`config.mk`:
```
export PLATFORM = sky130hd
export DESIGN_NAME = nav_autorepeat_touch_qualifier_flat
export DESIGN_NICKNAME = d
export VERILOG_FILES = /design/src/natq_pkg.sv /design/src/natq_if.sv /design/src/natq_lane.sv /design/src/natq_touch.sv /design/src/nav_autorepeat_touch_qualifier.sv /design/src/flat_wrapper.sv
export SDC_FILE = /design/constraint.sdc
export NUM_CORES = 2
export LEC_CHECK = 0
export BUFFER_PORTS_ARGS = -buffer_cell sky130_fd_sc_hd__buf_2
export CAP_MARGIN = 30
export CORE_UTILIZATION = 60
export CTS_CLUSTER_SIZE = 25
export DETAILED_ROUTE_END_ITERATION = 6
export GPL_ROUTABILITY_DRIVEN = 0
export HOLD_SLACK_MARGIN = 0.15
export PLACE_DENSITY = 0.77
export REMOVE_ABC_BUFFERS = 1
export SYNTH_ARGS = -nofsm -noshare
export SYNTH_HDL_FRONTEND = slang
export SYNTH_SLANG_ARGS = --single-unit
```
`constraint.sdc`:
```
create_clock -name clk -period 6.11 [get_ports clk]
set_input_delay 0.611 -clock clk [delete_from_list [all_inputs] [get_ports clk]]
set_output_delay 0.611 -clock clk [all_outputs]
set_load 0.02 [all_outputs]
```
`src/natq_pkg.sv`:
```
// ----------------------------------------------------------------------------
// natq_pkg
// shared types, register indexes and reset constants for the nav/touch qualifier
// ----------------------------------------------------------------------------
`default_nettype none

package natq_pkg;

  localparam int TIME_BITS_DEF = 32;
  localparam int NUM_DIRS      = 4;

  localparam int CFG_IDX_W  = 2;
  localparam int CFG_DATA_W = 16;

  // register indexes
  typedef enum logic [CFG_IDX_W-1:0] {
    REG_STICK_THR   = 2'd0,
    REG_INIT_DELAY  = 2'd1,
    REG_REPEAT_IVL  = 2'd2,
    REG_DTAP_WINDOW = 2'd3
  } natq_reg_e;

  localparam logic [7:0]  STICK_THR_RST   = 8'd45;
  localparam logic [15:0] INIT_DELAY_RST  = 16'd400;
  localparam logic [15:0] REPEAT_IVL_RST  = 16'd120;
  localparam logic [15:0] DTAP_WINDOW_RST = 16'd250;

  // direction bit positions
  localparam int DIR_UP    = 0;
  localparam int DIR_DOWN  = 1;
  localparam int DIR_LEFT  = 2;
  localparam int DIR_RIGHT = 3;

  // touch unit results for one request
  typedef struct packed {
    logic       touch_active;
    logic       press_edge;
    logic       release_edge;
    logic       dbl_tap;
    logic [8:0] pos_x;
    logic [7:0] pos_y;
    logic [8:0] prev_x;
    logic [7:0] prev_y;
  } natq_touch_res_t;

endpackage

`default_nettype wire

```
`src/natq_if.sv`:
```
// ----------------------------------------------------------------------------
// natq channel interfaces
// valid/ready channels for input frames and qualified results
// ----------------------------------------------------------------------------
`default_nettype none

interface natq_in_if;
  logic              valid;
  logic              ready;
  logic [3:0]        dpad_bits;
  logic signed [8:0] stick_x;
  logic signed [8:0] stick_y;
  logic              touch_held;
  logic [8:0]        touch_x_in;
  logic [7:0]        touch_y_in;
  logic [31:0]       time_ms;

  modport source (
    output valid, dpad_bits, stick_x, stick_y, touch_held, touch_x_in, touch_y_in,
           time_ms,
    input  ready
  );
  modport sink (
    input  valid, dpad_bits, stick_x, stick_y, touch_held, touch_x_in, touch_y_in,
           time_ms,
    output ready
  );
endinterface

interface natq_out_if;
  logic       valid;
  logic       ready;
  logic [3:0] nav_fire;
  logic [3:0] nav_held;
  logic       touch_active;
  logic       touch_press_edge;
  logic       touch_release_edge;
  logic       dbl_tap;
  logic [8:0] touch_x_out;
  logic [7:0] touch_y_out;
  logic [8:0] prev_touch_x;
  logic [7:0] prev_touch_y;

  modport source (
    output valid, nav_fire, nav_held, touch_active, touch_press_edge,
           touch_release_edge, dbl_tap, touch_x_out, touch_y_out,
           prev_touch_x, prev_touch_y,
    input  ready
  );
  modport sink (
    input  valid, nav_fire, nav_held, touch_active, touch_press_edge,
           touch_release_edge, dbl_tap, touch_x_out, touch_y_out,
           prev_touch_x, prev_touch_y,
    output ready
  );
endinterface

`default_nettype wire

```
`src/natq_lane.sv`:
```
// ----------------------------------------------------------------------------
// natq_lane
// one direction: hold qualification, fresh-press fire and auto-repeat timing
// ----------------------------------------------------------------------------
`default_nettype none

module natq_lane #(
  parameter int TIME_BITS = natq_pkg::TIME_BITS_DEF
) (
  input  wire logic                 clk,
  input  wire logic                 rst_n,
  input  wire logic                 en,
  input  wire logic                 dpad_bit,
  input  wire logic signed [8:0]    axis,
  input  wire logic                 toward_neg,
  input  wire logic [7:0]           thr,
  input  wire logic [TIME_BITS-1:0] now,
  input  wire logic [15:0]          init_delay,
  input  wire logic [15:0]          repeat_ivl,
  output logic                      held,
  output logic                      fire
);
  import natq_pkg::*;

  logic                 was_r;
  logic [TIME_BITS-1:0] press_stamp_r;
  logic [TIME_BITS-1:0] last_rep_r;

  logic signed [9:0]    axis_w;
  logic signed [9:0]    thr_w;
  logic signed [9:0]    neg_thr_w;
  logic                 stick_hit;
  logic [TIME_BITS-1:0] since_start;
  logic [TIME_BITS-1:0] since_rep;
  logic                 repeat_due;

  always_comb begin
    axis_w    = {axis[8], axis};
    thr_w     = signed'({2'b00, thr});
    neg_thr_w = -thr_w;
    stick_hit = toward_neg ? (axis_w <= neg_thr_w) : (axis_w >= thr_w);
    held      = dpad_bit | stick_hit;
    // wrapping elapsed times
    since_start = now - press_stamp_r;
    since_rep   = now - last_rep_r;
    repeat_due  = (since_start >= TIME_BITS'(init_delay)) &&
                  (since_rep >= TIME_BITS'(repeat_ivl));
    fire        = held & (~was_r | repeat_due);
  end

  always_ff @(posedge clk) begin
    if (!rst_n) begin
      was_r         <= 1'b0;
      press_stamp_r <= '0;
      last_rep_r    <= '0;
    end else if (en) begin
      was_r <= held;
      if (!held) begin
        press_stamp_r <= '0;
        last_rep_r    <= '0;
      end else if (!was_r) begin
        press_stamp_r <= now;
        last_rep_r    <= now;
      end else if (fire) begin
        last_rep_r <= now;
      end
    end
  end

endmodule

`default_nettype wire

```
`src/natq_touch.sv`:
```
// ----------------------------------------------------------------------------
// natq_touch
// touch edges, held position and double-tap detection
// ----------------------------------------------------------------------------
`default_nettype none

module natq_touch #(
  parameter int TIME_BITS = natq_pkg::TIME_BITS_DEF
) (
  input  wire logic                   clk,
  input  wire logic                   rst_n,
  input  wire logic                   en,
  input  wire logic                   touch_held,
  input  wire logic [8:0]             touch_x,
  input  wire logic [7:0]             touch_y,
  input  wire logic [TIME_BITS-1:0]   now,
  input  wire logic [15:0]            dtap_window,
  output natq_pkg::natq_touch_res_t   res
);
  import natq_pkg::*;

  logic                 was_down_r;
  logic [8:0]           pos_x_r;
  logic [7:0]           pos_y_r;
  logic                 tap_pending_r;
  logic [TIME_BITS-1:0] last_tap_r;

  logic [TIME_BITS-1:0] since_tap;

  always_comb begin
    since_tap            = now - last_tap_r;
    res.touch_active     = touch_held;
    res.press_edge       = touch_held & ~was_down_r;
    res.release_edge     = ~touch_held & was_down_r;
    res.dbl_tap          = res.release_edge & tap_pending_r &
                           (since_tap <= TIME_BITS'(dtap_window));
    res.pos_x            = touch_held ? touch_x : pos_x_r;
    res.pos_y            = touch_held ? touch_y : pos_y_r;
    res.prev_x           = pos_x_r;
    res.prev_y           = pos_y_r;
  end

  always_ff @(posedge clk) begin
    if (!rst_n) begin
      was_down_r    <= 1'b0;
      pos_x_r       <= '0;
      pos_y_r       <= '0;
      tap_pending_r <= 1'b0;
      last_tap_r    <= '0;
    end else if (en) begin
      was_down_r <= touch_held;
      pos_x_r    <= res.pos_x;
      pos_y_r    <= res.pos_y;
      if (res.release_edge) begin
        if (res.dbl_tap) begin
          tap_pending_r <= 1'b0;
        end else begin
          tap_pending_r <= 1'b1;
          last_tap_r    <= now;
        end
      end
    end
  end

endmodule

`default_nettype wire

```
`src/nav_autorepeat_touch_qualifier.sv`:
```
// ----------------------------------------------------------------------------
// nav_autorepeat_touch_qualifier: d-pad/stick auto-repeat and touch qualifier
// result valid in the cycle after request accept; 1 request per cycle while the sink is ready
// rate set by the single result register, which takes a new request as it drains
// synchronous active-low reset: registers to defaults, all timers and touch state zero
// ----------------------------------------------------------------------------
`default_nettype none

module nav_autorepeat_touch_qualifier #(
  parameter int TIME_BITS = natq_pkg::TIME_BITS_DEF
) (
  input  wire logic                             clk,
  input  wire logic                             rst_n,
  natq_in_if.sink                               in_chan,
  natq_out_if.source                            out_chan,
  input  wire logic                             cfg_we,
  input  wire logic [natq_pkg::CFG_IDX_W-1:0]   cfg_idx,
  input  wire logic [natq_pkg::CFG_DATA_W-1:0]  cfg_wdata
);
  import natq_pkg::*;

  // configuration registers
  logic [7:0]  stick_thr_r;
  logic [15:0] init_delay_r;
  logic [15:0] repeat_ivl_r;
  logic [15:0] dtap_window_r;

  always_ff @(posedge clk) begin
    if (!rst_n) begin
      stick_thr_r   <= STICK_THR_RST;
      init_delay_r  <= INIT_DELAY_RST;
      repeat_ivl_r  <= REPEAT_IVL_RST;
      dtap_window_r <= DTAP_WINDOW_RST;
    end else if (cfg_we) begin
      case (natq_reg_e'(cfg_idx))
        REG_STICK_THR:   stick_thr_r   <= cfg_wdata[7:0];
        REG_INIT_DELAY:  init_delay_r  <= cfg_wdata;
        REG_REPEAT_IVL:  repeat_ivl_r  <= cfg_wdata;
        REG_DTAP_WINDOW: dtap_window_r <= cfg_wdata;
        default: ;
      endcase
    end
  end

  // request handshake: result register frees up as soon as the sink takes it
  logic out_valid_r;
  logic accept;

  assign in_chan.ready = ~out_valid_r | out_chan.ready;
  assign accept        = in_chan.valid & in_chan.ready;

  // time reduced to the counter width
  logic [TIME_BITS-1:0] now;
  assign now = TIME_BITS'(in_chan.time_ms);

  // one lane per direction, each with its own press/repeat timers
  logic [NUM_DIRS-1:0] lane_held;
  logic [NUM_DIRS-1:0] lane_fire;

  for (genvar d = 0; d < NUM_DIRS; d++) begin : g_lane
    // up/down follow the vertical axis, left/right the horizontal one
    localparam bit IS_VERT = (d == DIR_UP) || (d == DIR_DOWN);
    localparam bit IS_NEG  = (d == DIR_DOWN) || (d == DIR_LEFT);

    natq_lane #(.TIME_BITS(TIME_BITS)) u_lane (
      .clk        (clk),
      .rst_n      (rst_n),
      .en         (accept),
      .dpad_bit   (in_chan.dpad_bits[d]),
      .axis       (IS_VERT ? in_chan.stick_y : in_chan.stick_x),
      .toward_neg (IS_NEG),
      .thr        (stick_thr_r),
      .now        (now),
      .init_delay (init_delay_r),
      .repeat_ivl (repeat_ivl_r),
      .held       (lane_held[d]),
      .fire       (lane_fire[d])
    );
  end

  // touch edges, position and double tap
  natq_touch_res_t touch_res;

  natq_touch #(.TIME_BITS(TIME_BITS)) u_touch (
    .clk         (clk),
    .rst_n       (rst_n),
    .en          (accept),
    .touch_held  (in_chan.touch_held),
    .touch_x     (in_chan.touch_x_in),
    .touch_y     (in_chan.touch_y_in),
    .now         (now),
    .dtap_window (dtap_window_r),
    .res         (touch_res)
  );

  // merge stage: lane bits gathered with the touch results into the result register
  logic [NUM_DIRS-1:0] nav_fire_r;
  logic [NUM_DIRS-1:0] nav_held_r;
  natq_touch_res_t     touch_r;

  always_ff @(posedge clk) begin
    if (!rst_n) begin
      out_valid_r <= 1'b0;
    end else begin
      out_valid_r <= accept | (out_valid_r & ~out_chan.ready);
    end
  end

  always_ff @(posedge clk) begin
    if (accept) begin
      nav_fire_r <= lane_fire;
      nav_held_r <= lane_held;
      touch_r    <= touch_res;
    end
  end

  assign out_chan.valid              = out_valid_r;
  assign out_chan.nav_fire           = nav_fire_r;
  assign out_chan.nav_held           = nav_held_r;
  assign out_chan.touch_active       = touch_r.touch_active;
  assign out_chan.touch_press_edge   = touch_r.press_edge;
  assign out_chan.touch_release_edge = touch_r.release_edge;
  assign out_chan.dbl_tap            = touch_r.dbl_tap;
  assign out_chan.touch_x_out        = touch_r.pos_x;
  assign out_chan.touch_y_out        = touch_r.pos_y;
  assign out_chan.prev_touch_x       = touch_r.prev_x;
  assign out_chan.prev_touch_y       = touch_r.prev_y;

endmodule

`default_nettype wire

```
`src/flat_wrapper.sv`:
```
// flat-port wrapper written by rule: the top's interface ports become plain ports
module nav_autorepeat_touch_qualifier_flat import natq_pkg::*;
#(
  parameter int TIME_BITS = natq_pkg::TIME_BITS_DEF
)
  (clk, rst_n, cfg_we, cfg_idx, cfg_wdata, in_chan_valid, in_chan_dpad_bits, in_chan_stick_x, in_chan_stick_y, in_chan_touch_held, in_chan_touch_x_in, in_chan_touch_y_in, in_chan_time_ms, in_chan_ready, out_chan_valid, out_chan_nav_fire, out_chan_nav_held, out_chan_touch_active, out_chan_touch_press_edge, out_chan_touch_release_edge, out_chan_dbl_tap, out_chan_touch_x_out, out_chan_touch_y_out, out_chan_prev_touch_x, out_chan_prev_touch_y, out_chan_ready);
  natq_in_if in_chan_i ();
  natq_out_if out_chan_i ();
  input  wire logic clk;
  input  wire logic rst_n;
  input  wire logic cfg_we;
  input  wire logic [natq_pkg::CFG_IDX_W-1:0] cfg_idx;
  input  wire logic [natq_pkg::CFG_DATA_W-1:0] cfg_wdata;
  input wire logic [$bits(in_chan_i.valid)-1:0] in_chan_valid;
  input wire logic [$bits(in_chan_i.dpad_bits)-1:0] in_chan_dpad_bits;
  input wire logic [$bits(in_chan_i.stick_x)-1:0] in_chan_stick_x;
  input wire logic [$bits(in_chan_i.stick_y)-1:0] in_chan_stick_y;
  input wire logic [$bits(in_chan_i.touch_held)-1:0] in_chan_touch_held;
  input wire logic [$bits(in_chan_i.touch_x_in)-1:0] in_chan_touch_x_in;
  input wire logic [$bits(in_chan_i.touch_y_in)-1:0] in_chan_touch_y_in;
  input wire logic [$bits(in_chan_i.time_ms)-1:0] in_chan_time_ms;
  output wire logic [$bits(in_chan_i.ready)-1:0] in_chan_ready;
  output wire logic [$bits(out_chan_i.valid)-1:0] out_chan_valid;
  output wire logic [$bits(out_chan_i.nav_fire)-1:0] out_chan_nav_fire;
  output wire logic [$bits(out_chan_i.nav_held)-1:0] out_chan_nav_held;
  output wire logic [$bits(out_chan_i.touch_active)-1:0] out_chan_touch_active;
  output wire logic [$bits(out_chan_i.touch_press_edge)-1:0] out_chan_touch_press_edge;
  output wire logic [$bits(out_chan_i.touch_release_edge)-1:0] out_chan_touch_release_edge;
  output wire logic [$bits(out_chan_i.dbl_tap)-1:0] out_chan_dbl_tap;
  output wire logic [$bits(out_chan_i.touch_x_out)-1:0] out_chan_touch_x_out;
  output wire logic [$bits(out_chan_i.touch_y_out)-1:0] out_chan_touch_y_out;
  output wire logic [$bits(out_chan_i.prev_touch_x)-1:0] out_chan_prev_touch_x;
  output wire logic [$bits(out_chan_i.prev_touch_y)-1:0] out_chan_prev_touch_y;
  input wire logic [$bits(out_chan_i.ready)-1:0] out_chan_ready;
  assign in_chan_i.valid = in_chan_valid;
  assign in_chan_i.dpad_bits = in_chan_dpad_bits;
  assign in_chan_i.stick_x = in_chan_stick_x;
  assign in_chan_i.stick_y = in_chan_stick_y;
  assign in_chan_i.touch_held = in_chan_touch_held;
  assign in_chan_i.touch_x_in = in_chan_touch_x_in;
  assign in_chan_i.touch_y_in = in_chan_touch_y_in;
  assign in_chan_i.time_ms = in_chan_time_ms;
  assign in_chan_ready = in_chan_i.ready;
  assign out_chan_valid = out_chan_i.valid;
  assign out_chan_nav_fire = out_chan_i.nav_fire;
  assign out_chan_nav_held = out_chan_i.nav_held;
  assign out_chan_touch_active = out_chan_i.touch_active;
  assign out_chan_touch_press_edge = out_chan_i.touch_press_edge;
  assign out_chan_touch_release_edge = out_chan_i.touch_release_edge;
  assign out_chan_dbl_tap = out_chan_i.dbl_tap;
  assign out_chan_touch_x_out = out_chan_i.touch_x_out;
  assign out_chan_touch_y_out = out_chan_i.touch_y_out;
  assign out_chan_prev_touch_x = out_chan_i.prev_touch_x;
  assign out_chan_prev_touch_y = out_chan_i.prev_touch_y;
  assign out_chan_i.ready = out_chan_ready;
  nav_autorepeat_touch_qualifier #(.TIME_BITS(TIME_BITS)) u_core (.clk(clk), .rst_n(rst_n), .in_chan(in_chan_i), .out_chan(out_chan_i), .cfg_we(cfg_we), .cfg_idx(cfg_idx), .cfg_wdata(cfg_wdata));
endmodule
```
==> impl_metrics.sql <==
INSERT INTO impl_metrics (metric_group, metric, value, unit) VALUES
('status', 'outcome', 'complete, no violations', ''),
('timing', 'setup_repair_after_global_routing_missed_its_margin', 'false', ''),
('yosys', 'dominantRegCellSynth', 'sky130_fd_sc_hd__dfxtp_1', ''),
('layout', 'antennaDiodeCount', '0', ''),
('setup_path', 'crit-reg2reg-launch', 'u_core.g_lane[2].u_lane.press_stamp_r[0]', ''),
('routing', 'drt-total-wl', '112000', 'microns'),
('clocking', 'cts_max_path_buffers', '3', ''),
('clocking', 'postCtsSetupBuffers', '0', ''),
('setup_path', 'critPathTopFamily', 'compound AO/OA/AOI/OAI gates', ''),
('grt', 'gr-usage-all-layers', '34.5', '%'),
('clocking', 'post_cts_resized', '0', ''),
('floorplanning', 'die-area', '63100', 'sq um'),
('setup_path', 'critical_path.startpoint', 'u_core.g_lane[2].u_lane.press_stamp_r[0]', ''),
('routing', 'starting_drt_drc_count', '3483', ''),
('timing', 'timing.clock.skew', '0.0292', 'ns'),
('timing', 'final.period_utilization', '90.6', '%'),
('grt', 'gr-total-overflow', '0', ''),
('setup_path', 'crit_path_end_kind', 'flop', ''),
('layout', 'final_nets', '5500', ''),
('timing', 'worst_margin_pin_slew', '1.03', 'ns'),
('routing', 'dr_total_vias', '36300', ''),
('grt', 'grt_first_pass_wirelength', '176000', 'microns'),
('timing', 'report.final.hold_viol_count', '0', ''),
('grt', 'grt_antenna_before_repair', '4', ''),
('timing', 'setup_total_negative_slack', '0', 'ns'),
('timing', 'number_of_max_slew_violations_in_the_final_report', '0', ''),
('setup_path', 'worst-path-stages', '22', ''),
('clocking', 'clockRootBuffer', 'sky130_fd_sc_hd__clkbuf_16', ''),
('floorplanning', 'pin_count', '143', ''),
('clocking', 'cts.sinks', '414', ''),
('clocking', 'h-tree-depth', '2', ''),
('clocking', 'cts_made_buffers', '49', ''),
('setup_path', 'timing.critical_path.cells', 'ha_1 > fa_1 > nand2b_1 > a21oi_1 > o311a_1 > o211a_1 > nor2_1 > xnor2_1 > ha_1 > a21oi_1 > o22ai_1 > or4_1 > a2111o_1 > a2111oi_0 > nand4_1 > nor4_1 > nor4b_2 > buf_4 > a21oi_1 > a21o_1 > buf_4 > o22ai_1', ''),
('routing', 'route.detailed.drc', '0', ''),
('setup_path', 'crit_arrival', '6.07', 'ns'),
('yosys', 'syn-instance-count', '4915', ''),
('routing', 'drt_pass1_iterations', '6', ''),
('clocking', 'hold_buffers', '0', ''),
('pwr', 'max-vdd-ir-drop', '0.251', 'mV'),
('floorplanning', 'core_area', '60800', 'sq um'),
('yosys', 'async_flop_share', '0', '%'),
('setup_path', 'cpMostUsedCell', 'sky130_fd_sc_hd__a21oi_1', ''),
('pwr', 'power_switching_share', '36.0', '%'),
('pwr', 'power.share.combinational', '34.5', '%'),
('setup_path', 'r2r_slack', '0.57', 'ns'),
('setup_path', 'crit_slowest_cell', 'sky130_fd_sc_hd__or4_1', ''),
('setup_path', 'worst_r2r_path_depth', '22', ''),
('pwr', 'total_power', '9.24', 'mW'),
('floorplanning', 'initial_utilization', '61.2', '%'),
('grt', 'first_global_vias', '33100', ''),
('floorplanning', 'placementRows', '90', ''),
('routing', 'drt.antenna.violating_nets', '0', ''),
('timing', 'maxClockFrequency', '181', 'MHz'),
('setup_path', 'cp-start-kind', 'flop', ''),
('yosys', 'postSynthRegisterBits', '414', ''),
('layout', 'final.fill_count', '5306', ''),
('floorplanning', 'dieHeight', '251', 'microns'),
('setup_path', 'max_stage_delay', '0.47', 'ns'),
('clocking', 'clkTransAtPathRegs', '0.06', 'ns'),
('pwr', 'p_int', '5.92', 'mW'),
('setup_path', 'worst_r2r_endpoint', 'u_core.g_lane[2].u_lane.last_rep_r[9]', ''),
('flow_run', 'max-cap-violations', '0', ''),
('floorplanning', 'die_w', '251', 'microns'),
('pwr', 'static-leakage-power', '16.0', 'nW'),
('layout', 'final_util', '66.4', '%'),
('timing', 'slew_headroom', '31.2', '%'),
('layout', 'post_route_cells_drive_above_1_share', '7.66', '%'),
('setup_path', 'cp-endpoint', 'u_core.g_lane[2].u_lane.last_rep_r[9]', ''),
('placement', 'placement.io_buffers', '142', ''),
('placement', 'dp_hpwl', '82200', 'microns'),
('pwr', 'clock_share_of_power', '33.4', '%');
-- Yosys cell counts, types with 15 or more instances --
master,n,share of area (%)
sky130_fd_sc_hd__a211oi_1,29,0.58
sky130_fd_sc_hd__a21boi_0,198,4.0
sky130_fd_sc_hd__a21o_1,141,2.8
sky130_fd_sc_hd__a21oi_1,356,4.8
sky130_fd_sc_hd__a31oi_1,37,0.62
sky130_fd_sc_hd__and2_1,15,0.25
sky130_fd_sc_hd__and3_1,30,0.50
sky130_fd_sc_hd__buf_1,18,0.18
sky130_fd_sc_hd__buf_2,17,0.23
sky130_fd_sc_hd__clkbuf_1,211,2.1
sky130_fd_sc_hd__dfxtp_1,368,20
sky130_fd_sc_hd__edfxtp_1,46,3.7
sky130_fd_sc_hd__ha_1,458,15
sky130_fd_sc_hd__inv_1,404,4.1
sky130_fd_sc_hd__mux2_2,24,0.73
sky130_fd_sc_hd__mux2i_1,89,2.4
sky130_fd_sc_hd__nand2_1,709,7.1
sky130_fd_sc_hd__nand2b_1,51,0.86
sky130_fd_sc_hd__nand3_1,296,4.0
sky130_fd_sc_hd__nand4_1,116,1.9
sky130_fd_sc_hd__nor2_1,226,2.3
sky130_fd_sc_hd__nor2b_1,83,1.4
sky130_fd_sc_hd__nor3_1,54,0.73
sky130_fd_sc_hd__nor3b_1,15,0.30
sky130_fd_sc_hd__nor4_1,24,0.40
sky130_fd_sc_hd__o2111ai_1,25,0.59
sky130_fd_sc_hd__o211ai_1,48,0.97
sky130_fd_sc_hd__o21a_1,63,1.3
sky130_fd_sc_hd__o21ai_0,167,2.2
sky130_fd_sc_hd__o21ai_1,48,0.65
sky130_fd_sc_hd__o21bai_1,24,0.48
sky130_fd_sc_hd__o22ai_1,29,0.49
sky130_fd_sc_hd__o311ai_1,30,0.71
sky130_fd_sc_hd__o31ai_1,21,0.42
sky130_fd_sc_hd__xnor2_1,124,2.9
sky130_fd_sc_hd__xor2_1,78,1.8
-- sequential cells by signal, summed over array words and instances, names as in the netlist, 9 cells and up --
signal,flops
u_core.dtap_window_r,16
u_core.u_touch.pos_x_r,9
u_core.repeat_ivl_r,16
u_core.init_delay_r,16
u_core.out_chan.prev_touch_x,9
u_core.g_lane.u_lane.press_stamp_r,128
u_core.u_touch.last_tap_r,32
u_core.out_chan.touch_x_out,9
u_core.g_lane.u_lane.last_rep_r,128
-- layer usage --
layer / vias to the layer above / wire length, microns / GRT usage [%]
met1: 16900 / 47700 / 45.1
met5: - / 24 / 0
li1: 17600 / - / -
met2: 1430 / 49200 / 55.1
met4: 4 / 5480 / 16.3
met3: 295 / 9590 / 6.13
-- how the worst min path moves through the flow --
| stage | from | end | slack, ns | depth (start not counted) |
|---|---|---|---|---|
| final | in_chan_valid | u_core.out_chan.valid | 0.27 | 3 |
| after global routing | in_chan_valid | u_core.out_chan.valid | 0.26 | 3 |
| after global placement | u_core.u_touch.pos_y_r[0] | u_core.out_chan.prev_touch_y[0] | 0.44 | 0 |
| after CTS | in_chan_valid | u_core.out_chan.valid | 0.24 | 3 |
| after floorplan | u_core.u_touch.pos_x_r[0] | u_core.out_chan.prev_touch_x[0] | 0.43 | 0 |
| after detailed placement | u_core.g_lane[1].u_lane.last_rep_r[11] | u_core.g_lane[1].u_lane.last_rep_r[11] | 0.44 | 2 |
-- per-stage QoR --
step | setup slack [ns] | area [sq um] | instances
final | 0.571 | 40400 | 5758
after floorplan | 0.0894 | 36100 | 4657
after detailed placement | 0.0643 | 38700 | 5669
after CTS | 0.625 | 40400 | 5758
after global routing | 0.0474 | 40400 | 5758
after global placement | 0.215 | 38600 | 5666
-- cell usage in the layout (no fill, tap or decap), drive strengths merged, types with 48 or more instances in the layout --
master and count:
a21boi 201, a21o 142, a21oi 358, buf 230, clkbuf 66, dfxtp 368, ha 458, inv 410
mux2i 89, nand2 709, nand2b 51, nand3 296, nand4 116, nor2 226, nor2b 83, nor3 54
o211ai 48, o21a 64, o21ai 215, xnor2 124, xor2 78
-- cell families after synthesis --
kind of cell	count (synthesis)	synth area share [%]
AO/OA/AOI/OAI	1368	24.5
multiplexers	113	3.12
buffers and inverters	663	7.04
flip-flops	414	23.5
XOR/XNOR	202	4.75
AND/OR/NAND/NOR	1688	21.2
adder cells (fa/ha/maj)	467	15.9
-- cell type report --
class / instances / area [sq um] / area share [%]
timing repair buffer: 230 / 1510 / 3.75
tap: 782 / 978 / 2.42
multi-input combinational: 3838 / 25900 / 64.3
clock buffer: 66 / 1380 / 3.43
inverter: 405 / 1520 / 3.77
clock inverter: 23 / 283 / 0.701
sequential: 414 / 8750 / 21.7
-- power groups by stage --
stage               sequential [mW]  combinational, mW  clock, mW
global route                   2.99               3.51       3.22
floorplan                      3.04               2.20          0
CTS                            2.97               3.12       3.12
global placement               3.02               3.03          0
finish                         2.97               3.18       3.08
detailed placement             3.03               3.09          0
-- worst reg2reg max path: stages, from the launching register on --
cell and delay [ns]:
sky130_fd_sc_hd__dfxtp_1 0.33, sky130_fd_sc_hd__ha_1 0.20, sky130_fd_sc_hd__fa_1 0.41, sky130_fd_sc_hd__nand2b_1 0.18, sky130_fd_sc_hd__a21oi_1 0.31, sky130_fd_sc_hd__o311a_1 0.26
sky130_fd_sc_hd__o211a_1 0.19, sky130_fd_sc_hd__nor2_1 0.07, sky130_fd_sc_hd__xnor2_1 0.13, sky130_fd_sc_hd__ha_1 0.31, sky130_fd_sc_hd__a21oi_1 0.17, sky130_fd_sc_hd__o22ai_1 0.10
sky130_fd_sc_hd__or4_1 0.47, sky130_fd_sc_hd__a2111o_1 0.29, sky130_fd_sc_hd__a2111oi_0 0.43, sky130_fd_sc_hd__nand4_1 0.14, sky130_fd_sc_hd__nor4_1 0.24, sky130_fd_sc_hd__nor4b_2 0.24
sky130_fd_sc_hd__buf_4 0.21, sky130_fd_sc_hd__a21oi_1 0.09, sky130_fd_sc_hd__a21o_1 0.22, sky130_fd_sc_hd__buf_4 0.26, sky130_fd_sc_hd__o22ai_1 0.23
Note: power is estimated with default switching activity, not from simulation.
